==> src/hw/rtl/efl_pkg.sv <==
// shared types and constants for the escaped frame link
// operation and status codes, controller/datapath command and status structs
// no dependencies
package efl_pkg;

  localparam int BufDepthDefault = 64;

  localparam int CodeW = 8;
  localparam int CapW  = 7;
  localparam int CntW  = 7;
  localparam int IdxW  = 6;

  localparam logic [CodeW-1:0] StartReset  = 8'hFE;
  localparam logic [CodeW-1:0] StopReset   = 8'hFF;
  localparam logic [CodeW-1:0] EscapeReset = 8'hFD;
  localparam logic [CapW-1:0]  CapReset    = 7'd64;

  localparam logic [CodeW-1:0] Bit7Mask = 8'h80;
  localparam logic [CodeW-1:0] Low7Mask = 8'h7F;

  typedef enum logic [1:0] {
    REG_START  = 2'd0,
    REG_STOP   = 2'd1,
    REG_ESCAPE = 2'd2,
    REG_CAP    = 2'd3
  } reg_t;

  typedef enum logic [2:0] {
    OP_LINE   = 3'd0,
    OP_BEGIN  = 3'd1,
    OP_BYTE   = 3'd2,
    OP_END    = 3'd3,
    OP_CHECK  = 3'd4,
    OP_STATUS = 3'd5,
    OP_PEEK   = 3'd6
  } op_t;

  typedef enum logic [2:0] {
    ST_OK       = 3'd0,
    ST_LOCKED   = 3'd1,
    ST_ABORTED  = 3'd2,
    ST_OVERFLOW = 3'd3,
    ST_NO_DATA  = 3'd4
  } status_t;

  typedef struct packed {
    logic accept;
    logic exec;
    logic emit_second;
    logic walk_read;
    logic walk_step;
    logic check_push;
  } cmd_t;

  typedef struct packed {
    logic out_free;
    logic two_results;
    logic walk_start;
    logic walk_mismatch;
    logic walk_end;
  } sts_t;

endpackage

==> src/hw/rtl/escaped_frame_link_with_echo_check.sv <==
// top level of the escaped frame link with echo check
// the item is registered at transfer; its result is registered once the output is free
// one item at a time: a new item is accepted only after the last one is done;
//   an escaped send byte yields two results; a send check walks the stores entry by entry
// reset: synchronous active-low rst_n clears control state and restores default codes;
//   store contents stay undefined until written
module escaped_frame_link_with_echo_check #(
  parameter int BUF_DEPTH = efl_pkg::BufDepthDefault
) (
  input  logic                      clk,
  input  logic                      rst_n,
  input  logic                      cfg_valid,
  output logic                      cfg_ready,
  input  logic [1:0]                cfg_index,
  input  logic [efl_pkg::CodeW-1:0] cfg_data,
  input  logic                      in_valid,
  output logic                      in_ready,
  input  logic [2:0]                in_op,
  input  logic [efl_pkg::CodeW-1:0] in_data_byte,
  input  logic [efl_pkg::IdxW-1:0]  in_index,
  output logic                      out_valid,
  input  logic                      out_ready,
  output logic                      out_line_valid,
  output logic [efl_pkg::CodeW-1:0] out_line_byte,
  output logic [2:0]                out_status,
  output logic [efl_pkg::CntW-1:0]  out_frame_length,
  output logic [efl_pkg::CodeW-1:0] out_peek_byte,
  output logic                      out_driver_enable,
  output logic                      out_last
);

  efl_pkg::cmd_t cmd;
  efl_pkg::sts_t sts;

  assign cfg_ready = 1'b1;

  efl_ctrl u_ctrl (
    .clk      (clk),
    .rst_n    (rst_n),
    .in_valid (in_valid),
    .in_ready (in_ready),
    .sts      (sts),
    .cmd      (cmd)
  );

  efl_dp #(
    .BUF_DEPTH (BUF_DEPTH)
  ) u_dp (
    .clk               (clk),
    .rst_n             (rst_n),
    .cmd               (cmd),
    .sts               (sts),
    .cfg_valid         (cfg_valid),
    .cfg_index         (cfg_index),
    .cfg_data          (cfg_data),
    .in_op             (in_op),
    .in_data_byte      (in_data_byte),
    .in_index          (in_index),
    .out_valid         (out_valid),
    .out_ready         (out_ready),
    .out_line_valid    (out_line_valid),
    .out_line_byte     (out_line_byte),
    .out_status        (out_status),
    .out_frame_length  (out_frame_length),
    .out_peek_byte     (out_peek_byte),
    .out_driver_enable (out_driver_enable),
    .out_last          (out_last)
  );

endmodule

==> src/hw/rtl/efl_ram.sv <==
// generic simple dual-port ram, one write and one registered read port
// no dependencies
module efl_ram #(
  parameter int WIDTH = 8,
  parameter int DEPTH = 64
) (
  input  logic                     clk,
  input  logic                     we,
  input  logic [$clog2(DEPTH)-1:0] waddr,
  input  logic [WIDTH-1:0]         wdata,
  input  logic                     re,
  input  logic [$clog2(DEPTH)-1:0] raddr,
  output logic [WIDTH-1:0]         rdata
);

  logic [WIDTH-1:0] mem_r [DEPTH];
  logic [WIDTH-1:0] rdata_r;

  always_ff @(posedge clk) begin
    if (we) begin
      mem_r[waddr] <= wdata;
    end
    if (re) begin
      rdata_r <= mem_r[raddr];
    end
  end

  assign rdata = rdata_r;

endmodule

==> src/hw/rtl/efl_ctrl.sv <==
// controller for the escaped frame link: item sequencing and store walk
// depends on efl_pkg
module efl_ctrl (
  input  logic          clk,
  input  logic          rst_n,
  input  logic          in_valid,
  output logic          in_ready,
  input  efl_pkg::sts_t sts,
  output efl_pkg::cmd_t cmd
);

  typedef enum logic [2:0] {
    S_IDLE,
    S_EXEC,
    S_SECOND,
    S_WALK_RD,
    S_WALK_CMP,
    S_CHECK_OUT
  } state_t;

  state_t state_r, state_nxt;
  logic   in_ready_r, in_ready_nxt;

  always_comb begin
    state_nxt    = state_r;
    in_ready_nxt = 1'b0;
    cmd          = '0;
    case (state_r)
      S_IDLE: begin
        cmd.accept = in_valid && in_ready_r;
        if (cmd.accept) begin
          state_nxt = S_EXEC;
        end
      end
      S_EXEC: begin
        if (sts.walk_start) begin
          state_nxt = S_WALK_RD;
        end else if (sts.out_free) begin
          cmd.exec = 1'b1;
          state_nxt = sts.two_results ? S_SECOND : S_IDLE;
        end
      end
      S_SECOND: begin
        if (sts.out_free) begin
          cmd.emit_second = 1'b1;
          state_nxt = S_IDLE;
        end
      end
      S_WALK_RD: begin
        cmd.walk_read = 1'b1;
        state_nxt = S_WALK_CMP;
      end
      S_WALK_CMP: begin
        cmd.walk_step = 1'b1;
        state_nxt = (sts.walk_mismatch || sts.walk_end) ? S_CHECK_OUT : S_WALK_RD;
      end
      S_CHECK_OUT: begin
        if (sts.out_free) begin
          cmd.check_push = 1'b1;
          state_nxt = S_IDLE;
        end
      end
      default: begin
        state_nxt = S_IDLE;
      end
    endcase
    in_ready_nxt = (state_nxt == S_IDLE);
  end

  always_ff @(posedge clk) begin
    if (!rst_n) begin
      state_r    <= S_IDLE;
      in_ready_r <= 1'b0;
    end else begin
      state_r    <= state_nxt;
      in_ready_r <= in_ready_nxt;
    end
  end

  assign in_ready = in_ready_r;

endmodule

==> src/hw/rtl/efl_dp.sv <==
// datapath for the escaped frame link: config, framing state, stores, result register
// depends on efl_pkg and efl_ram
module efl_dp #(
  parameter int BUF_DEPTH = efl_pkg::BufDepthDefault
) (
  input  logic                        clk,
  input  logic                        rst_n,
  input  efl_pkg::cmd_t               cmd,
  output efl_pkg::sts_t               sts,
  input  logic                        cfg_valid,
  input  logic [1:0]                  cfg_index,
  input  logic [efl_pkg::CodeW-1:0]   cfg_data,
  input  logic [2:0]                  in_op,
  input  logic [efl_pkg::CodeW-1:0]   in_data_byte,
  input  logic [efl_pkg::IdxW-1:0]    in_index,
  output logic                        out_valid,
  input  logic                        out_ready,
  output logic                        out_line_valid,
  output logic [efl_pkg::CodeW-1:0]   out_line_byte,
  output logic [2:0]                  out_status,
  output logic [efl_pkg::CntW-1:0]    out_frame_length,
  output logic [efl_pkg::CodeW-1:0]   out_peek_byte,
  output logic                        out_driver_enable,
  output logic                        out_last
);

  localparam int AW = $clog2(BUF_DEPTH);
  localparam int CW = $clog2(BUF_DEPTH + 1);
  localparam int DW = efl_pkg::CodeW;
  localparam int FW = efl_pkg::CntW;

  // item registers
  efl_pkg::op_t              op_r, op_nxt;
  logic [DW-1:0]             data_r, data_nxt;
  logic [efl_pkg::IdxW-1:0]  idx_r, idx_nxt;

  // configuration
  logic [DW-1:0]             start_r, stop_r, esc_r;
  logic [efl_pkg::CapW-1:0]  cap_r;

  // link state
  logic [CW-1:0]             rc_r, rc_nxt;
  logic [CW-1:0]             tc_r, tc_nxt;
  logic                      frame_ready_r, frame_ready_nxt;
  logic                      overflow_r, overflow_nxt;
  logic                      frame_open_r, frame_open_nxt;
  logic                      esc_seen_r, esc_seen_nxt;
  logic                      sending_r, sending_nxt;
  logic                      drv_r, drv_nxt;
  logic [AW-1:0]             ptr_r, ptr_nxt;
  logic                      fail_r, fail_nxt;

  // result register
  logic                      out_valid_r, out_valid_nxt;
  logic                      out_lv_r;
  logic [DW-1:0]             out_lb_r;
  logic [2:0]                out_st_r;
  logic [FW-1:0]             out_fl_r;
  logic [DW-1:0]             out_pb_r;
  logic                      out_drv_r;
  logic                      out_last_r;

  logic                      res_lv;
  logic [DW-1:0]             res_lb;
  efl_pkg::status_t          res_st;
  logic [FW-1:0]             res_fl;
  logic [DW-1:0]             res_pb;
  logic                      res_last;

  // stores
  logic                      rx_we, tx_we, rd_en;
  logic [AW-1:0]             rx_raddr, tx_raddr;
  logic [DW-1:0]             rx_q, tx_q;

  logic [DW-1:0]             pay_byte;
  logic                      echo_bad, rx_room, tx_full, special, push, out_free;

  assign pay_byte = esc_seen_r ? (data_r | efl_pkg::Bit7Mask) : data_r;
  assign echo_bad = (32'(rc_r) >= 32'(tc_r)) || (32'(rc_r) >= 32'(BUF_DEPTH))
                    || (tx_q != pay_byte);
  assign rx_room  = (32'(rc_r) < 32'(cap_r)) && (32'(rc_r) < 32'(BUF_DEPTH));
  assign tx_full  = 32'(tc_r) >= 32'(BUF_DEPTH);
  assign special  = (data_r == start_r) || (data_r == stop_r) || (data_r == esc_r);

  assign push     = cmd.exec || cmd.emit_second || cmd.check_push;
  assign out_free = !out_valid_r || out_ready;

  assign sts.out_free      = out_free;
  assign sts.two_results   = (op_r == efl_pkg::OP_BYTE) && sending_r && !tx_full
                             && drv_r && special;
  assign sts.walk_start    = (op_r == efl_pkg::OP_CHECK) && sending_r && drv_r
                             && (tc_r != '0);
  assign sts.walk_mismatch = rx_q != tx_q;
  assign sts.walk_end      = (CW'(ptr_r) + CW'(1)) == tc_r;

  // read ports: item index and receive count at transfer, walk pointer during the check
  assign rd_en    = cmd.accept || cmd.walk_read;
  assign rx_raddr = cmd.walk_read ? ptr_r : AW'(in_index);
  assign tx_raddr = cmd.walk_read ? ptr_r : AW'(rc_r);

  always_comb begin
    op_nxt          = op_r;
    data_nxt        = data_r;
    idx_nxt         = idx_r;
    rc_nxt          = rc_r;
    tc_nxt          = tc_r;
    frame_ready_nxt = frame_ready_r;
    overflow_nxt    = overflow_r;
    frame_open_nxt  = frame_open_r;
    esc_seen_nxt    = esc_seen_r;
    sending_nxt     = sending_r;
    drv_nxt         = drv_r;
    ptr_nxt         = ptr_r;
    fail_nxt        = fail_r;
    rx_we           = 1'b0;
    tx_we           = 1'b0;
    res_lv          = 1'b0;
    res_lb          = '0;
    res_st          = efl_pkg::ST_OK;
    res_fl          = '0;
    res_pb          = '0;
    res_last        = 1'b1;

    if (cmd.accept) begin
      op_nxt   = efl_pkg::op_t'(in_op);
      data_nxt = in_data_byte;
      idx_nxt  = in_index;
      ptr_nxt  = '0;
      fail_nxt = 1'b0;
    end

    if (cmd.walk_step) begin
      ptr_nxt = ptr_r + AW'(1);
      if (rx_q != tx_q) begin
        fail_nxt = 1'b1;
      end
    end

    if (cmd.emit_second) begin
      res_lv = 1'b1;
      res_lb = data_r & efl_pkg::Low7Mask;
    end

    if (cmd.check_push) begin
      res_st      = fail_r ? efl_pkg::ST_ABORTED : efl_pkg::ST_OK;
      sending_nxt = 1'b0;
      drv_nxt     = 1'b0;
    end

    if (cmd.exec) begin
      case (op_r)
        efl_pkg::OP_LINE: begin
          if (data_r == start_r) begin
            if (frame_ready_r) begin
              overflow_nxt    = 1'b1;
              frame_ready_nxt = 1'b0;
            end
            rc_nxt         = '0;
            frame_open_nxt = 1'b1;
          end else if (data_r == stop_r) begin
            if (!sending_r) begin
              frame_ready_nxt = 1'b1;
            end
            frame_open_nxt = 1'b0;
          end else if (data_r == esc_r) begin
            esc_seen_nxt = 1'b1;
          end else begin
            esc_seen_nxt = 1'b0;
            if (sending_r && echo_bad) begin
              drv_nxt = 1'b0;
            end
            if (rx_room) begin
              rx_we  = 1'b1;
              rc_nxt = rc_r + CW'(1);
            end
          end
        end
        efl_pkg::OP_BEGIN: begin
          if (frame_open_r || frame_ready_r || sending_r) begin
            res_st = efl_pkg::ST_LOCKED;
          end else begin
            sending_nxt = 1'b1;
            drv_nxt     = 1'b1;
            tc_nxt      = '0;
            res_lv      = 1'b1;
            res_lb      = start_r;
          end
        end
        efl_pkg::OP_BYTE: begin
          if (!sending_r) begin
            res_st = efl_pkg::ST_LOCKED;
          end else if (tx_full) begin
            res_st = efl_pkg::ST_OVERFLOW;
          end else begin
            tx_we  = 1'b1;
            tc_nxt = tc_r + CW'(1);
            if (drv_r) begin
              res_lv = 1'b1;
              if (special) begin
                res_lb   = esc_r;
                res_last = 1'b0;
              end else begin
                res_lb = data_r;
              end
            end
          end
        end
        efl_pkg::OP_END: begin
          if (!sending_r) begin
            res_st = efl_pkg::ST_LOCKED;
          end else begin
            res_lv = 1'b1;
            res_lb = stop_r;
          end
        end
        efl_pkg::OP_CHECK: begin
          // no send active, driver off or empty transmit store, no walk needed
          res_st      = (sending_r && drv_r) ? efl_pkg::ST_OK : efl_pkg::ST_ABORTED;
          sending_nxt = 1'b0;
          drv_nxt     = 1'b0;
        end
        efl_pkg::OP_STATUS: begin
          if (overflow_r) begin
            overflow_nxt = 1'b0;
            res_st       = efl_pkg::ST_OVERFLOW;
          end else if (frame_ready_r) begin
            frame_ready_nxt = 1'b0;
            res_fl          = FW'(rc_r);
          end else begin
            res_st = efl_pkg::ST_NO_DATA;
          end
        end
        efl_pkg::OP_PEEK: begin
          res_pb = (32'(idx_r) < 32'(BUF_DEPTH)) ? rx_q : '0;
        end
        default: begin
        end
      endcase
    end

    out_valid_nxt = push ? 1'b1 : (out_ready ? 1'b0 : out_valid_r);
  end

  efl_ram #(
    .WIDTH (DW),
    .DEPTH (BUF_DEPTH)
  ) u_rx_store (
    .clk   (clk),
    .we    (rx_we),
    .waddr (AW'(rc_r)),
    .wdata (pay_byte),
    .re    (rd_en),
    .raddr (rx_raddr),
    .rdata (rx_q)
  );

  efl_ram #(
    .WIDTH (DW),
    .DEPTH (BUF_DEPTH)
  ) u_tx_store (
    .clk   (clk),
    .we    (tx_we),
    .waddr (tc_r[AW-1:0]),
    .wdata (data_r),
    .re    (rd_en),
    .raddr (tx_raddr),
    .rdata (tx_q)
  );

  always_ff @(posedge clk) begin
    if (!rst_n) begin
      start_r       <= efl_pkg::StartReset;
      stop_r        <= efl_pkg::StopReset;
      esc_r         <= efl_pkg::EscapeReset;
      cap_r         <= efl_pkg::CapReset;
      rc_r          <= '0;
      tc_r          <= '0;
      frame_ready_r <= 1'b0;
      overflow_r    <= 1'b0;
      frame_open_r  <= 1'b0;
      esc_seen_r    <= 1'b0;
      sending_r     <= 1'b0;
      drv_r         <= 1'b0;
      ptr_r         <= '0;
      fail_r        <= 1'b0;
      out_valid_r   <= 1'b0;
    end else begin
      if (cfg_valid) begin
        case (efl_pkg::reg_t'(cfg_index))
          efl_pkg::REG_START:  start_r <= cfg_data;
          efl_pkg::REG_STOP:   stop_r  <= cfg_data;
          efl_pkg::REG_ESCAPE: esc_r   <= cfg_data;
          efl_pkg::REG_CAP:    cap_r   <= cfg_data[efl_pkg::CapW-1:0];
          default: begin
          end
        endcase
      end
      rc_r          <= rc_nxt;
      tc_r          <= tc_nxt;
      frame_ready_r <= frame_ready_nxt;
      overflow_r    <= overflow_nxt;
      frame_open_r  <= frame_open_nxt;
      esc_seen_r    <= esc_seen_nxt;
      sending_r     <= sending_nxt;
      drv_r         <= drv_nxt;
      ptr_r         <= ptr_nxt;
      fail_r        <= fail_nxt;
      out_valid_r   <= out_valid_nxt;
    end
  end

  // item and result payload, no reset
  always_ff @(posedge clk) begin
    op_r   <= op_nxt;
    data_r <= data_nxt;
    idx_r  <= idx_nxt;
    if (push) begin
      out_lv_r   <= res_lv;
      out_lb_r   <= res_lb;
      out_st_r   <= res_st;
      out_fl_r   <= res_fl;
      out_pb_r   <= res_pb;
      out_drv_r  <= drv_nxt;
      out_last_r <= res_last;
    end
  end

  assign out_valid         = out_valid_r;
  assign out_line_valid    = out_lv_r;
  assign out_line_byte     = out_lb_r;
  assign out_status        = out_st_r;
  assign out_frame_length  = out_fl_r;
  assign out_peek_byte     = out_pb_r;
  assign out_driver_enable = out_drv_r;
  assign out_last          = out_last_r;

  a_push_room: assert property (@(posedge clk) disable iff (!rst_n)
    push |-> out_free)
    else $error("result pushed over a pending result");

  a_drv_send: assert property (@(posedge clk) disable iff (!rst_n)
    drv_r |-> sending_r)
    else $error("driver enabled outside a send");

  a_counts: assert property (@(posedge clk) disable iff (!rst_n)
    (32'(tc_r) <= 32'(BUF_DEPTH)) && (32'(rc_r) <= 32'(BUF_DEPTH)))
    else $error("store count beyond depth");

  a_split: assert property (@(posedge clk) disable iff (!rst_n)
    (cmd.exec && sts.two_results) |=> (out_valid_r && !out_last_r))
    else $error("escape byte not marked as first of two");

endmodule

==> config.mk <==
export PLATFORM = sky130hd
export DESIGN_NAME = escaped_frame_link_with_echo_check
export DESIGN_NICKNAME = d
export VERILOG_FILES = /design/src/hw/rtl/efl_pkg.sv /design/src/hw/rtl/escaped_frame_link_with_echo_check.sv /design/src/hw/rtl/efl_ram.sv /design/src/hw/rtl/efl_ctrl.sv /design/src/hw/rtl/efl_dp.sv
export SDC_FILE = /design/constraint.sdc
export NUM_CORES = 1
export LEC_CHECK = 0
export BUFFER_PORTS_ARGS = -buffer_cell sky130_fd_sc_hd__buf_2
export CORE_UTILIZATION = 35
export CTS_CLUSTER_DIAMETER = 120
export CTS_CLUSTER_SIZE = 8
export DETAILED_ROUTE_END_ITERATION = 6
export PLACE_DENSITY = 0.5
export SETUP_SLACK_MARGIN = 0.5
export SLEW_MARGIN = 0
export SYNTH_ARGS = -nofsm -noshare
export SYNTH_HDL_FRONTEND = slang
export SYNTH_SLANG_ARGS = --single-unit
export TNS_END_PERCENT = 30
==> constraint.sdc <==
create_clock -name clk -period 8.9 [get_ports clk]
set_input_delay 1.78 -clock clk [delete_from_list [all_inputs] [get_ports clk]]
set_output_delay 1.78 -clock clk [all_outputs]
set_load 0.03 [all_outputs]
-- After elaboration in Yosys (flattened, before gate mapping)
Memory sizes are Yosys's and may differ from the RTL's. A register that Yosys moved wholly into a read port is not among the register bits.
Index checks and enable logic that the tools add are counted.
- memory bits (writable): 1024
- input bits: 32
- register bits after elaboration: 103
- memories: 2
- output and inout port bits: 32
- memory list (memory ; depth ; bits a word ; read ports ; clocked after Yosys merged registers in ; wr ports ; line ; RTL):
    u_dp.u_rx_store.mem_r ; 64 ; 8 ; 1 ; 1 ; 1 ; efl_ram.sv:16 ; logic [WIDTH-1:0] mem_r [DEPTH];
    u_dp.u_tx_store.mem_r ; 64 ; 8 ; 1 ; 1 ; 1 ; efl_ram.sv:16 ;
- equal/unequal tests: 30
- multiplexer cells: 99
- order comparisons: 5
- bitwise gates (word level): 8
- add/sub/neg operators: 4
- reduce and logical (&&, ||, !) cells: 49
- operators by type and width (kind ; number):
    $mux W8 ; 8
    $mux W7 ; 8
    $mux W1 ; 54
    $mux W3 ; 13
    $pmux W3 S5 ; 2
    $eq A8 B8 Y1 ; 3
    $mux W6 ; 4
    $pmux W8 S3 ; 1
    $ne A8 B8 Y1 ; 2
    $eq A3 B3 Y1 const B ; 5
    $reduce_and A5 Y1 ; 3
    $add A7 B1 Y7 const B ; 2
    $ge A7 B7 Y1 const B ; 2
    $pmux W7 S2 ; 1
    $eq A3 B2 Y1 const B ; 4
    $reduce_bool A2 Y1 ; 6
    $logic_and A1 B1 Y1 ; 11
    $logic_or A1 B1 Y1 ; 11
    $ne A2 B1 Y1 const B ; 5
    $reduce_and A2 Y1 ; 5
    $logic_not A3 Y1 ; 3
    $not A1 Y1 ; 8
    $reduce_and A4 Y1 ; 2
    $add A6 B1 Y7 const B ; 1
    other kinds (21) ; 31

-- Longest topological paths before layout
Gate-level depths: netlist (run 1).
- depth after elaboration: 11
- gate-level depth with buffers: 11
- mapped depth without buffers: 9

-- Hierarchy
Synthesis (run 1) repeated with hierarchy kept, for this count alone.
- cell total of the unflattened synthesis: 2575
- area, all modules: 46422.0 sq um
- by module, submodules not included (module ; area an instance (sq um) ; sequential area each (sq um) ; cells each ; instances):
    efl_ram at u_dp.u_rx_store ; 20270.7 ; 15615.0 ; 972 ; 1
    efl_ram at u_dp.u_tx_store ; 20246.9 ; 15615.0 ; 940 ; 1
    efl_dp ; 5647.9 ; 2382.3 ; 631 ; 1
    efl_ctrl ; 245.2 ; 80.1 ; 30 ; 1
    escaped_frame_link_with_echo_check ; 11.3 ; 0.0 ; 2 ; 1

-- Worst setup path before layout (run 1)
No wires, ideal clock.
- path kind: register -> register
- start point: register u_dp.data_r[1]
- end point: memory u_dp.u_rx_store.mem_r[2][0] (enable)
- clock period less this slack: 4501 ps
- arrival: 4130 ps
- cell stages (with the launch flop): 10
- setup slack: 4399 ps
- buffers on the path: 2
- library setup time: 370 ps
- cells stage by stage: edfxtp_1 > buf_2 > xor2_1 > nor4_1 > nand2_1 > nand2_1 > or4_4 > or4_1 > buf_2 > nor2_1
- cells in the longest elaborated chain, start to end: 8
- ends and longest elaborated chain (what ; line ; RTL):
    start, declared ; efl_dp.sv:34 ; logic [DW-1:0] data_r, data_nxt;
    start signal, assigned ; efl_dp.sv:315 ; data_r <= data_nxt;
    $eq A8 B8 Y1 ; efl_dp.sv:165 ; end else if (data_r == esc_r) begin
    $mux W1 ; efl_dp.sv:165 ;
    $mux W1 ; efl_dp.sv:160 ; end else if (data_r == stop_r) begin
    $mux W1 (*) ; efl_dp.sv:153 ; if (data_r == start_r) begin
    $mux W1 (*) ; efl_dp.sv:151 ; case (op_r)
    $mux W1 (*) ; efl_dp.sv:150 ; if (cmd.exec) begin
    $mux W1 (*) ; efl_ram.sv:20 ; if (we) begin
    $mux W1 (not written as such) (*) ; efl_ram.sv:21 ; mem_r[waddr] <= wdata;
    end, declared ; efl_ram.sv:16 ;
Mark *: on every way between the ends. The rest lies on a longest branch, timed or not.

-- Worst setup path in the final report (run 1)
- start point: register u_ctrl.state_r[2]
- end point: register u_dp.u_tx_store.rdata_r[3] (netlist: u_dp.u_tx_store.rdata[3]) (read register of u_dp.u_tx_store.mem_r), data pin
- cells in the longest elaborated chain, start to end: 3
- ends and longest elaborated chain (what ; line ; RTL):
    start, declared ; efl_ctrl.sv:21 ; state_t state_r, state_nxt;
    start signal, assigned ; efl_ctrl.sv:75 ; state_r <= state_nxt;
    $eq A3 B2 Y1 / $logic_not A3 Y1 (equally long branches) ; efl_ctrl.sv:28 ; case (state_r)
    $mux W1 ; efl_ctrl.sv:28 ;
    $mux W6 / $logic_or A1 B1 Y1 (equally long branches) ; efl_dp.sv:99, efl_dp.sv:97 ;
    end, declared ; efl_ram.sv:17 ; logic [WIDTH-1:0] rdata_r;
Several ways; a longest one is shown, not always the timed one.
A chain may end at the register's enable or synchronous reset.

==> results of run 1 <==
## kinds of logic (layout without fill, tap and decap cells)
group                    Yosys count  after routing  synth area share, %
XOR/XNOR                          56             56                 1.11
other                              1              1              0.00829
multiplexers                     275            275                 13.2
AND/OR/NAND/NOR                  488            488                 4.96
adder cells (fa/ha/maj)           18             18                0.498
AO/OA/AOI/OAI                    259            259                 4.34
flip-flops                      1143           1143                 74.5
buffers and inverters            145            332                 1.42
## registers in the layout (all words and copies together), names as in the netlist, 8 cells and up
register / flops
u_dp.data_r: 8
u_dp.esc_r: 8
u_dp.out_line_byte: 8
u_dp.out_peek_byte: 8
u_dp.start_r: 8
u_dp.stop_r: 8
u_dp.u_rx_store.mem_r: 512
u_dp.u_rx_store.rdata: 8
u_dp.u_tx_store.mem_r: 512
u_dp.u_tx_store.rdata: 8
## power groups by stage
stage	Clock, mW	Combinational [mW]	Sequential [mW]
after floorplan	0	0.180	6.04
after global placement	0	0.332	6.01
after detailed placement	0	0.338	6.01
after CTS	5.67	0.338	5.91
after global routing	5.88	0.357	5.91
final	5.54	0.332	5.91
## layer usage
metal | global-route usage, % | up-vias | wire [um]
li1 | - | 9982 | -
met1 | 25.7 | 12411 | 52300
met2 | 27.6 | 852 | 54100
met3 | 3.59 | 190 | 7350
met4 | 5.87 | 2 | 2790
met5 | 0 | - | 11
## cell type report
cell class / count / area, um2 / area share [%]
Sequential cell: 1143 / 33700 / 64.8
Multi-Input combinational cell: 1097 / 11000 / 21.1
Clock buffer: 196 / 4220 / 8.13
Tap cell: 1662 / 2080 / 4.00
Timing Repair Buffer: 99 / 626 / 1.20
Clock inverter: 14 / 273 / 0.525
Inverter: 23 / 86.3 / 0.166
## final timing paths
kind / end / cells after the start / startpoint
setup reg to reg: u_dp.u_tx_store.rdata[3] / 7 / u_ctrl.state_r[2]
setup / recovery: u_dp.u_tx_store.rdata[3] / 7 / u_ctrl.state_r[2]
hold reg to reg: u_dp.cap_r[6] / 2 / u_dp.cap_r[6]
hold / removal: u_dp.cap_r[6] / 2 / u_dp.cap_r[6]
## Yosys cell counts (9+ instances only)
cell type	instances	area share, %
a21o_1	9	0.15
a21oi_1	21	0.23
a221oi_1	32	0.62
a22o_1	32	0.62
a22oi_1	84	1.4
and2_1	23	0.32
buf_1	16	0.13
buf_2	40	0.44
clkbuf_1	56	0.46
dfxtp_1	63	2.8
edfxtp_1	1080	72
ha_1	18	0.50
inv_1	21	0.17
mux2i_1	10	0.22
mux4_2	256	13
nand2_1	145	1.2
nand2b_1	9	0.12
nand3_1	51	0.56
nor2_1	174	1.4
nor2b_1	18	0.25
nor3_1	12	0.13
nor4_1	12	0.17
o21ai_0	14	0.15
o21ai_1	9	0.10
o221ai_1	16	0.31
xnor2_1	18	0.35
xor2_1	37	0.72
## critical path: stages (launching register included)
cell	delay, ns
dfxtp_1	0.45
nand3b_2	0.69
a21oi_4	1.01
buf_12	0.52
mux4_2	0.59
a22o_1	0.31
a221oi_1	0.49
o221ai_1	0.21
==> flow_summary_export.csv, run 1 <==
group,metric,value,unit
outcome,status,"complete, no violations",
cts,cts_tree,"yes",
global_route,grt_max_degree,129,
yosys,avgSynthCellArea,19.0,um2
power_and_ir_drop,p_sw_share,20.8,%
global_route,grt_usage,18.0,%
power_and_ir_drop,seqPwrFrac,50.2,%
placement,port_buffers,62,
detailed_routing,dr.pass1.iters,6,
sta,slew_violations,0,
finish,layout_common_cells,"edfxtp_1 (1080), mux4_2 (256), nor2_1 (166)",
global_route,grt_pass1_wl,171000,um
yosys,synthDistinctLibCells,67,
cts,htree_num_levels,4,
floorplanning,dieArea,131000,um2
yosys,ys_warn_count,0,
floorplanning,die_h,362,um
power_and_ir_drop,cellPowerDensity,227,nW/um2
finish,n_antenna_cell,0,
finish,final_cells,4234,
finish,syn_to_final_growth,14.9,%
finish,fin_util,40.6,%
power_and_ir_drop,ir_drop,166,uV
min_path,hold_path_class,"reg -> reg",
finish,layout_commonest_cell,"edfxtp_1",
yosys,synth_seq_cells,1143,
global_route,antenna_found_initial,2,
sta,clock_skew,0.0417,ns
worst_setup_path,critPathLaunchType,"register",
detailed_routing,drt-wirelength-per-cell,27.5,um
yosys,syn_inst,2385,
detailed_routing,via_per_inst,5.54,
power_and_ir_drop,p_int,9.33,mW
sta,fin_crit_sh,53.4,%
yosys,syn_area,45200,um2
sta,max_slew.worst_pin.slew,1.28,ns
finish,final_area,52000,um2
cts,cts-root-buf,"clkbuf_16",
cts,cts.clk_slew.worst_paths,0.05,ns
power_and_ir_drop,p_leak,16.6,nW
floorplanning,die_w,362,um
sta,worst_hold_slack,0.490,ns
power_and_ir_drop,power_frac_clock,47.0,%
sta,setup_tns,0,ns
cts,cts.sinks,1143,
worst_setup_path,end_kind,"register",
detailed_routing,drtAntennaViolNets,0,
detailed_routing,drt_iter0_markers,2394,
global_route,overflow,0,
detailed_routing,routed_wl,117000,um
placement,gp_congestion,0.794,
global_route,first_global_vias,24129,
cts,ctsHoldBuffers,0,
placement,place_ws,3.49,ns
placement,dp_cells,4024,
cts,cts_max_path_buffers,3,
sta,relSlewSlack,14.3,%
power_and_ir_drop,combPwrFrac,2.8,%
placement,placed_area,47500,um2
flow_run,drv_cap,0,
yosys,yosysSeqAreaShare,74.5,%
cts,cts_buffers,161,
sta,grt_setup_unrepaired,"false",
detailed_routing,vias,23437,
placement,dp_hpwl,71100,um
finish,fillerInstances,11333,
sta,finalHoldViolations,0,
worst_setup_path,critPathMaxFanout,82,
detailed_routing,drc,0,
yosys,ys.flop_type,"edfxtp_1",
worst_setup_path,critical_path_arrival,5.23,ns
cts,clk_latency,0.77,ns
cts,ctsResizeCount,0,
sta,fin_ws,4.15,ns
floorplanning,core,128000,um2
sta,max_freq,210,MHz
yosys,syn_nets,2435,
sta,finalSetupViolations,0,
cts,cts_setup_buffers,0,
power_and_ir_drop,switching_power,2.45,mW
floorplanning,ios,64,
yosys,synth_edf_count,1080,
worst_setup_path,rrSetupSlack,4.15,ns
floorplanning,start_util,35.4,%
floorplanning,num_rows,131,
finish,nNetsFinal,2575,
sta,period_needed,4.75,ns
worst_setup_path,critPathKind,"reg -> reg",
power_and_ir_drop,power,11.8,mW
yosys,async_flop_share,0,%
worst_setup_path,required,9.38,ns
finish,drive_gt1_share,21.7,%
No activity file was read; power rests on OpenSTA's default activity.
==> run 2: changes to the inputs <==
--- a/config.mk
+++ b/config.mk
@@ -10,7 +10,7 @@
 export CTS_CLUSTER_DIAMETER = 120
 export CTS_CLUSTER_SIZE = 8
 export DETAILED_ROUTE_END_ITERATION = 6
-export PLACE_DENSITY = 0.5
+export PLACE_DENSITY = 0.52
 export SETUP_SLACK_MARGIN = 0.5
 export SLEW_MARGIN = 0
 export SYNTH_ARGS = -nofsm -noshare
==> constraint.sdc (replaced) <==
create_clock -name clk -period 3.9 [get_ports clk]
set_input_delay 0.78 -clock clk [delete_from_list [all_inputs] [get_ports clk]]
set_output_delay 0.78 -clock clk [all_outputs]
set_load 0.03 [all_outputs]
==> run 2 against run 1 <==
  * Sequential share of layout area fell by 2.0 points
  * Utilization grew 1.3 points
  * Register-to-register slack got worse by 3.6 ns
  * Combinational power is 140% higher
  * Sequential cell count stayed put
  * Clock-buffer cell count decreased by 5
  * Critical path type unchanged
  * Clock skew increased by 0.0058 ns
==> flow_summary_export.csv, run 2 (synthesized netlist as in run 1, its figures left out) <==
group,metric,value,unit
outcome,status,"complete, no violations",
finish,fillerInstances,11162,
global_route,grt_max_degree,87,
global_route,antenna_found_initial,0,
global_route,first_global_vias,24801,
sta,worst_hold_slack,0.184,ns
detailed_routing,drt-wirelength-per-cell,26.4,um
finish,final_cells,4407,
global_route,grt_pass1_wl,170000,um
worst_setup_path,critPathKind,"reg -> reg",
placement,gp_congestion,0.855,
worst_setup_path,cp.depth,6,
floorplanning,die_w,362,um
placement,dp_hpwl,74600,um
floorplanning,dieArea,131000,um2
detailed_routing,via_per_inst,5.45,
cts,clk_latency,0.77,ns
sta,setup_tns,0,ns
cts,ctsHoldBuffers,0,
worst_setup_path,cp_slowest_stage_delay,0.74,ns
floorplanning,start_util,35.4,%
sta,fin_crit_sh,86.3,%
sta,finalHoldViolations,0,
finish,regArea,33700,um2
detailed_routing,vias,24016,
cts,cts_buffers,160,
worst_setup_path,slowest_stage,"dfxtp_1",
flow_run,drv_cap,0,
finish,nNetsFinal,2751,
global_route,grt_usage,17.8,%
finish,multi_input_area,11200,um2
worst_setup_path,cp_num_buf_inv,0,
detailed_routing,drt_iter0_markers,2380,
floorplanning,core,128000,um2
sta,period_needed,3.37,ns
finish,drive_gt1_share,27.9,%
power_and_ir_drop,ir_drop,309,uV
detailed_routing,drc,0,
cts,cts_max_path_buffers,3,
sta,clock_skew,0.0474,ns
sta,max_slew.worst_pin.slew,1.08,ns
worst_setup_path,required,4.32,ns
min_path,holdPathStages,1,
finish,syn_to_final_growth,18.5,%
sta,relSlewSlack,27.6,%
cts,cts.clk_slew.worst_paths,0.06,ns
worst_setup_path,worstPathCellList,"ha_1 -> a21oi_1 -> o21ai_1 -> or4_4 -> or3_1 -> nor2_4",
worst_setup_path,crit_family,"simple AND/OR/NAND/NOR gates",
sta,slew_violations,0,
finish,layout_common_cells,"edfxtp_1 (1080), mux4_2 (256), buf_4 (199)",
worst_setup_path,reg2reg_depth,6,
worst_setup_path,critPathLaunchType,"register",
detailed_routing,routed_wl,116000,um
finish,layout_commonest_cell,"edfxtp_1",
finish,n_antenna_cell,0,
finish,top_regs,"u_dp.u_rx_store.mem_r: 512 flops, u_dp.u_tx_store.mem_r: 512 flops",
power_and_ir_drop,p_leak,17.6,nW
detailed_routing,dr.pass1.iters,6,
floorplanning,ios,64,
cts,htree_num_levels,4,
cts,cts.sinks,1143,
sta,finalSetupViolations,0,
floorplanning,die_h,362,um
placement,dp_cells,4200,
worst_setup_path,critPathMaxFanout,11,
cts,cts_tree,"yes",
detailed_routing,drtAntennaViolNets,0,
min_path,hold_path_class,"in -> reg",
sta,grt_setup_unrepaired,"true",
worst_setup_path,end_kind,"register",
global_route,overflow,0,
sta,max_freq,297,MHz
power_and_ir_drop,cellPowerDensity,499,nW/um2
floorplanning,num_rows,131,
placement,port_buffers,62,
worst_setup_path,critical_path_arrival,3.78,ns
cts,cts-root-buf,"clkbuf_16",
## run 2: cell types whose count changed in the layout (fill, tap and decap cells not counted), sizes merged
cell,change
clkbuf,-5
buf,+177
bufinv,-1
clkinvlp,-1
clkinv,+3
## run 2: path summary, 6_finish.rpt
| check | from | endpoint | slack, ns |
|---|---|---|---|
| worst max-delay path | u_dp.rc_r[2] | u_dp.u_rx_store.mem_r[30][6] | 0.53 |
| worst min-delay path | in_data_byte[0] | u_dp.data_r[0] | 0.18 |
| worst max register to register | u_dp.rc_r[2] | u_dp.u_rx_store.mem_r[30][6] | 0.53 |
| worst min register to register | u_dp.frame_open_r | u_dp.frame_open_r | 0.50 |
## run 2: area by class of cell
class / instances / share of cell area [%]
Sequential cell: 1143 / 62.9
Multi-Input combinational cell: 1097 / 20.9
Clock buffer: 191 / 7.69
Timing Repair Buffer: 276 / 3.93
Tap cell: 1662 / 3.88
Clock inverter: 15 / 0.623
Inverter: 23 / 0.161
## run 2: repair_timing
item / CTS / global route
setup endpoints to repair: 4 / 242
gates resized for setup: 0 / 6
buffers inserted: 1 / 0
endpoints found under the hold margin: 0 / 0
pin swaps: 1 / 0
## run 2: per-layer routing
metal  share of wire, %  vias to the layer above  global-route usage, %
li1                   -                    10326                      -
met1                 43                    12594                   24.5
met5                  0                        -                      0
met4                2.7                        0                   5.87
met2                 48                      878                   28.7
met3                5.8                      218                   3.12
## run 2: where the power goes
part	total, mW	switching [mW]	leakage [nW]	internal [mW]
sequential	13.5	0.0519	10.2	13.4
combinational	0.798	0.516	5.21	0.282
clock	12.5	5.07	2.15	7.41
## run 2: through the flow
| stage | power (mW) | setup WS, ns | utilization [%] | instance area [um2] |
|---|---|---|---|---|
| 6_report | 26.8 | 0.534 | 41.9 | 53600 |
| 5_1_grt | 27.5 | 0.478 | 41.9 | 53600 |
| 4_1_cts | 27.1 | 0.503 | 41.9 | 53600 |
| 3_5_place_dp | 14.5 | 0.364 | 38.4 | 49100 |
| 3_3_place_gp | 14.5 | 0.368 | 38.4 | 49100 |
| 2_1_floorplan | 14.2 | -0.358 | - | 45500 |
==> run 3: changes to the inputs <==
--- a/config.mk
+++ b/config.mk
@@ -10,7 +10,8 @@
 export CTS_CLUSTER_DIAMETER = 120
 export CTS_CLUSTER_SIZE = 8
 export DETAILED_ROUTE_END_ITERATION = 6
-export PLACE_DENSITY = 0.52
+export PLACE_DENSITY = 0.5
+export RECOVER_POWER = 50
 export SETUP_SLACK_MARGIN = 0.5
 export SLEW_MARGIN = 0
 export SYNTH_ARGS = -nofsm -noshare
==> constraint.sdc (replaced) <==
create_clock -name clk -period 3.6 [get_ports clk]
set_input_delay 0.72 -clock clk [delete_from_list [all_inputs] [get_ports clk]]
set_output_delay 0.72 -clock clk [all_outputs]
set_load 0.03 [all_outputs]
==> run 3 against run 2 <==
  * The flow now finishes with violations (DRC, capacitance limit, slew limit)
  * Critical endpoint is now u_dp.u_rx_store.mem_r[2][3]
  * Utilization rose by 0.20 points
  * First-iteration DRC count fell by 8.8%
  * Worst hold slack got worse by 0.042 ns
  * Power rose by 7.9%
  * Highest routed layer is now met5
  * Via count rose by 0.82%
  * Clock skew fell by 0.020 ns
  * Fmax rose by 4.5%
  * Clock-buffer cell count did not move
==> flow_summary_export.csv, run 3 (synthesized netlist as in run 1, its figures left out) <==
group,metric,value,unit
outcome,status,"complete, but fails checks",
outcome,violations,"DRC, capacitance limit, slew limit",
min_path,hold_path_class,"in -> reg",
worst_setup_path,end_kind,"register",
min_path,worstHoldStart,"in_data_byte[3]",
cts,cts_buffers,160,
detailed_routing,drt_iter0_markers,2170,
global_route,grt_max_degree,85,
finish,syn_to_final_growth,19.1,%
cts,cts_max_path_buffers,3,
finish,fillerInstances,11236,
power_and_ir_drop,p_leak,17.6,nW
flow_run,drv_cap,11,
global_route,first_global_vias,24867,
floorplanning,start_util,35.4,%
floorplanning,die_h,362,um
sta,slew_violations,625,
global_route,busiest_layer,"met2",
worst_setup_path,r2r-start,"u_dp.data_r[3]",
worst_setup_path,regToRegEndpoint,"u_dp.u_rx_store.mem_r[2][3]",
detailed_routing,vias,24213,
detailed_routing,drc,2,
sta,period_needed,3.22,ns
placement,dp_hpwl,73100,um
global_route,grt_usage,18.3,%
global_route,use_met1,25.4,%
worst_setup_path,rrSetupSlack,0.38,ns
cts,cts-root-buf,"clkbuf_16",
global_route,met2_usage,28.6,%
cts,htree_num_levels,4,
finish,drive_gt1_share,27.6,%
global_route,grtUsageMet3,3.65,%
cts,ctsHoldBuffers,0,
worst_setup_path,critPathKind,"reg -> reg",
floorplanning,ios,64,
worst_setup_path,required,4.01,ns
detailed_routing,dr.pass1.iters,7,
worst_setup_path,critical_path_arrival,3.63,ns
worst_setup_path,reg2reg_depth,3,
min_path,holdPathStages,1,
detailed_routing,drt-wirelength-per-cell,26.8,um
sta,max_slew.worst_pin.slew,2.30,ns
sta,clock_skew,0.0278,ns
sta,finalHoldViolations,0,
placement,gp_congestion,0.861,
sta,finalSetupViolations,0,
sta,max_freq,310,MHz
power_and_ir_drop,power,28.9,mW
detailed_routing,via_per_inst,5.46,
floorplanning,num_rows,131,
floorplanning,dieArea,131000,um2
floorplanning,core,128000,um2
detailed_routing,routed_wl,119000,um
worst_setup_path,critPathMaxFanout,72,
finish,top_regs,"u_dp.u_rx_store.mem_r: 512 flops, u_dp.u_tx_store.mem_r: 512 flops",
min_path,min_to,"u_dp.data_r[3]",
finish,n_antenna_cell,0,
sta,fin_crit_sh,89.5,%
cts,cts_tree,"yes",
worst_setup_path,critPathLaunchType,"register",
finish,nNetsFinal,2785,
global_route,overflow,0,
cts,cts.clk_slew.worst_paths,0.05,ns
sta,setup_tns,0,ns
global_route,antenna_found_initial,3,
detailed_routing,drtAntennaViolNets,0,
cts,clk_latency,0.77,ns
power_and_ir_drop,cellPowerDensity,536,nW/um2
finish,layout_common_cells,"edfxtp_1 (1080), mux4_2 (256), buf_4 (188)",
cts,cts.sinks,1143,
floorplanning,die_w,362,um
placement,port_buffers,62,
power_and_ir_drop,ir_drop,401,uV
finish,layout_commonest_cell,"edfxtp_1",
sta,grt_setup_unrepaired,"true",
sta,relSlewSlack,-53.1,%
finish,fin_util,42.1,%
global_route,grt_pass1_wl,173000,um
[run 3: layer usage]
metal	part of all wire [%]	vias to the layer above
li1	-	10396
met1	44	12783
met2	47	828
met3	6.1	202
met4	2.8	4
met5	0.018	-
[run 3: cell type report]
type	count	area (um2)	area share (%)
sequential	1143	33700	62.6
clock inverter	11	149	0.276
tap	1662	2080	3.86
multi-input combinational	1097	11300	21.0
clock buffer	191	4160	7.73
timing repair buffer	310	2360	4.38
inverter	23	86.3	0.160
[run 3: how the worst max path moves through the flow]
stage / start / to / cells after the start
floorplan: u_dp.data_r[1] / u_dp.u_rx_store.mem_r[6][0] / 9
global placement: in_index[0] / u_dp.u_rx_store.rdata[0] / 9
detailed placement: in_index[0] / u_dp.u_rx_store.rdata[0] / 9
CTS: u_dp.ptr_r[0] / u_dp.u_rx_store.rdata[0] / 10
global route: u_dp.data_r[3] / u_dp.u_rx_store.mem_r[2][3] / 3
finish: u_dp.data_r[3] / u_dp.u_rx_store.mem_r[2][3] / 3
[run 3: repair_timing]
action | 4_1_cts | 5_1_grt
pin swaps | 8 | 1
setup buffers | 30 | 1
setup endpoints to repair | 177 | 523
endpoints found under the hold margin | 0 | 0
cloned | 3 | 0
resized for setup | 26 | 13
[run 3: where the power goes]
group	leakage (nW)	switching, mW	internal [mW]
clock	2.10	5.34	8.02
sequential	10.2	0.0438	14.6
combinational	5.28	0.582	0.330
[run 3: per-stage QoR]
| step | cells | instance area (um2) | hold slack (ns) | setup slack [ns] |
|---|---|---|---|---|
| detailed placement | 4201 | 49200 | 0.468 | 0.0526 |
| finish | 4437 | 53900 | 0.142 | 0.379 |
| global placement | 4201 | 49200 | 0.471 | 0.0508 |
| global route | 4437 | 53900 | 0.0976 | 0.202 |
| CTS | 4436 | 53900 | 0.0756 | 0.456 |
| floorplan | 2385 | 45500 | 0.445 | -0.658 |
[run 3: critical path: stages, from the launching register on]
cell and delay (ns):
edfxtp_1 0.52, clkbuf_4 0.21, clkbuf_1 1.10, clkbuf_4 0.98
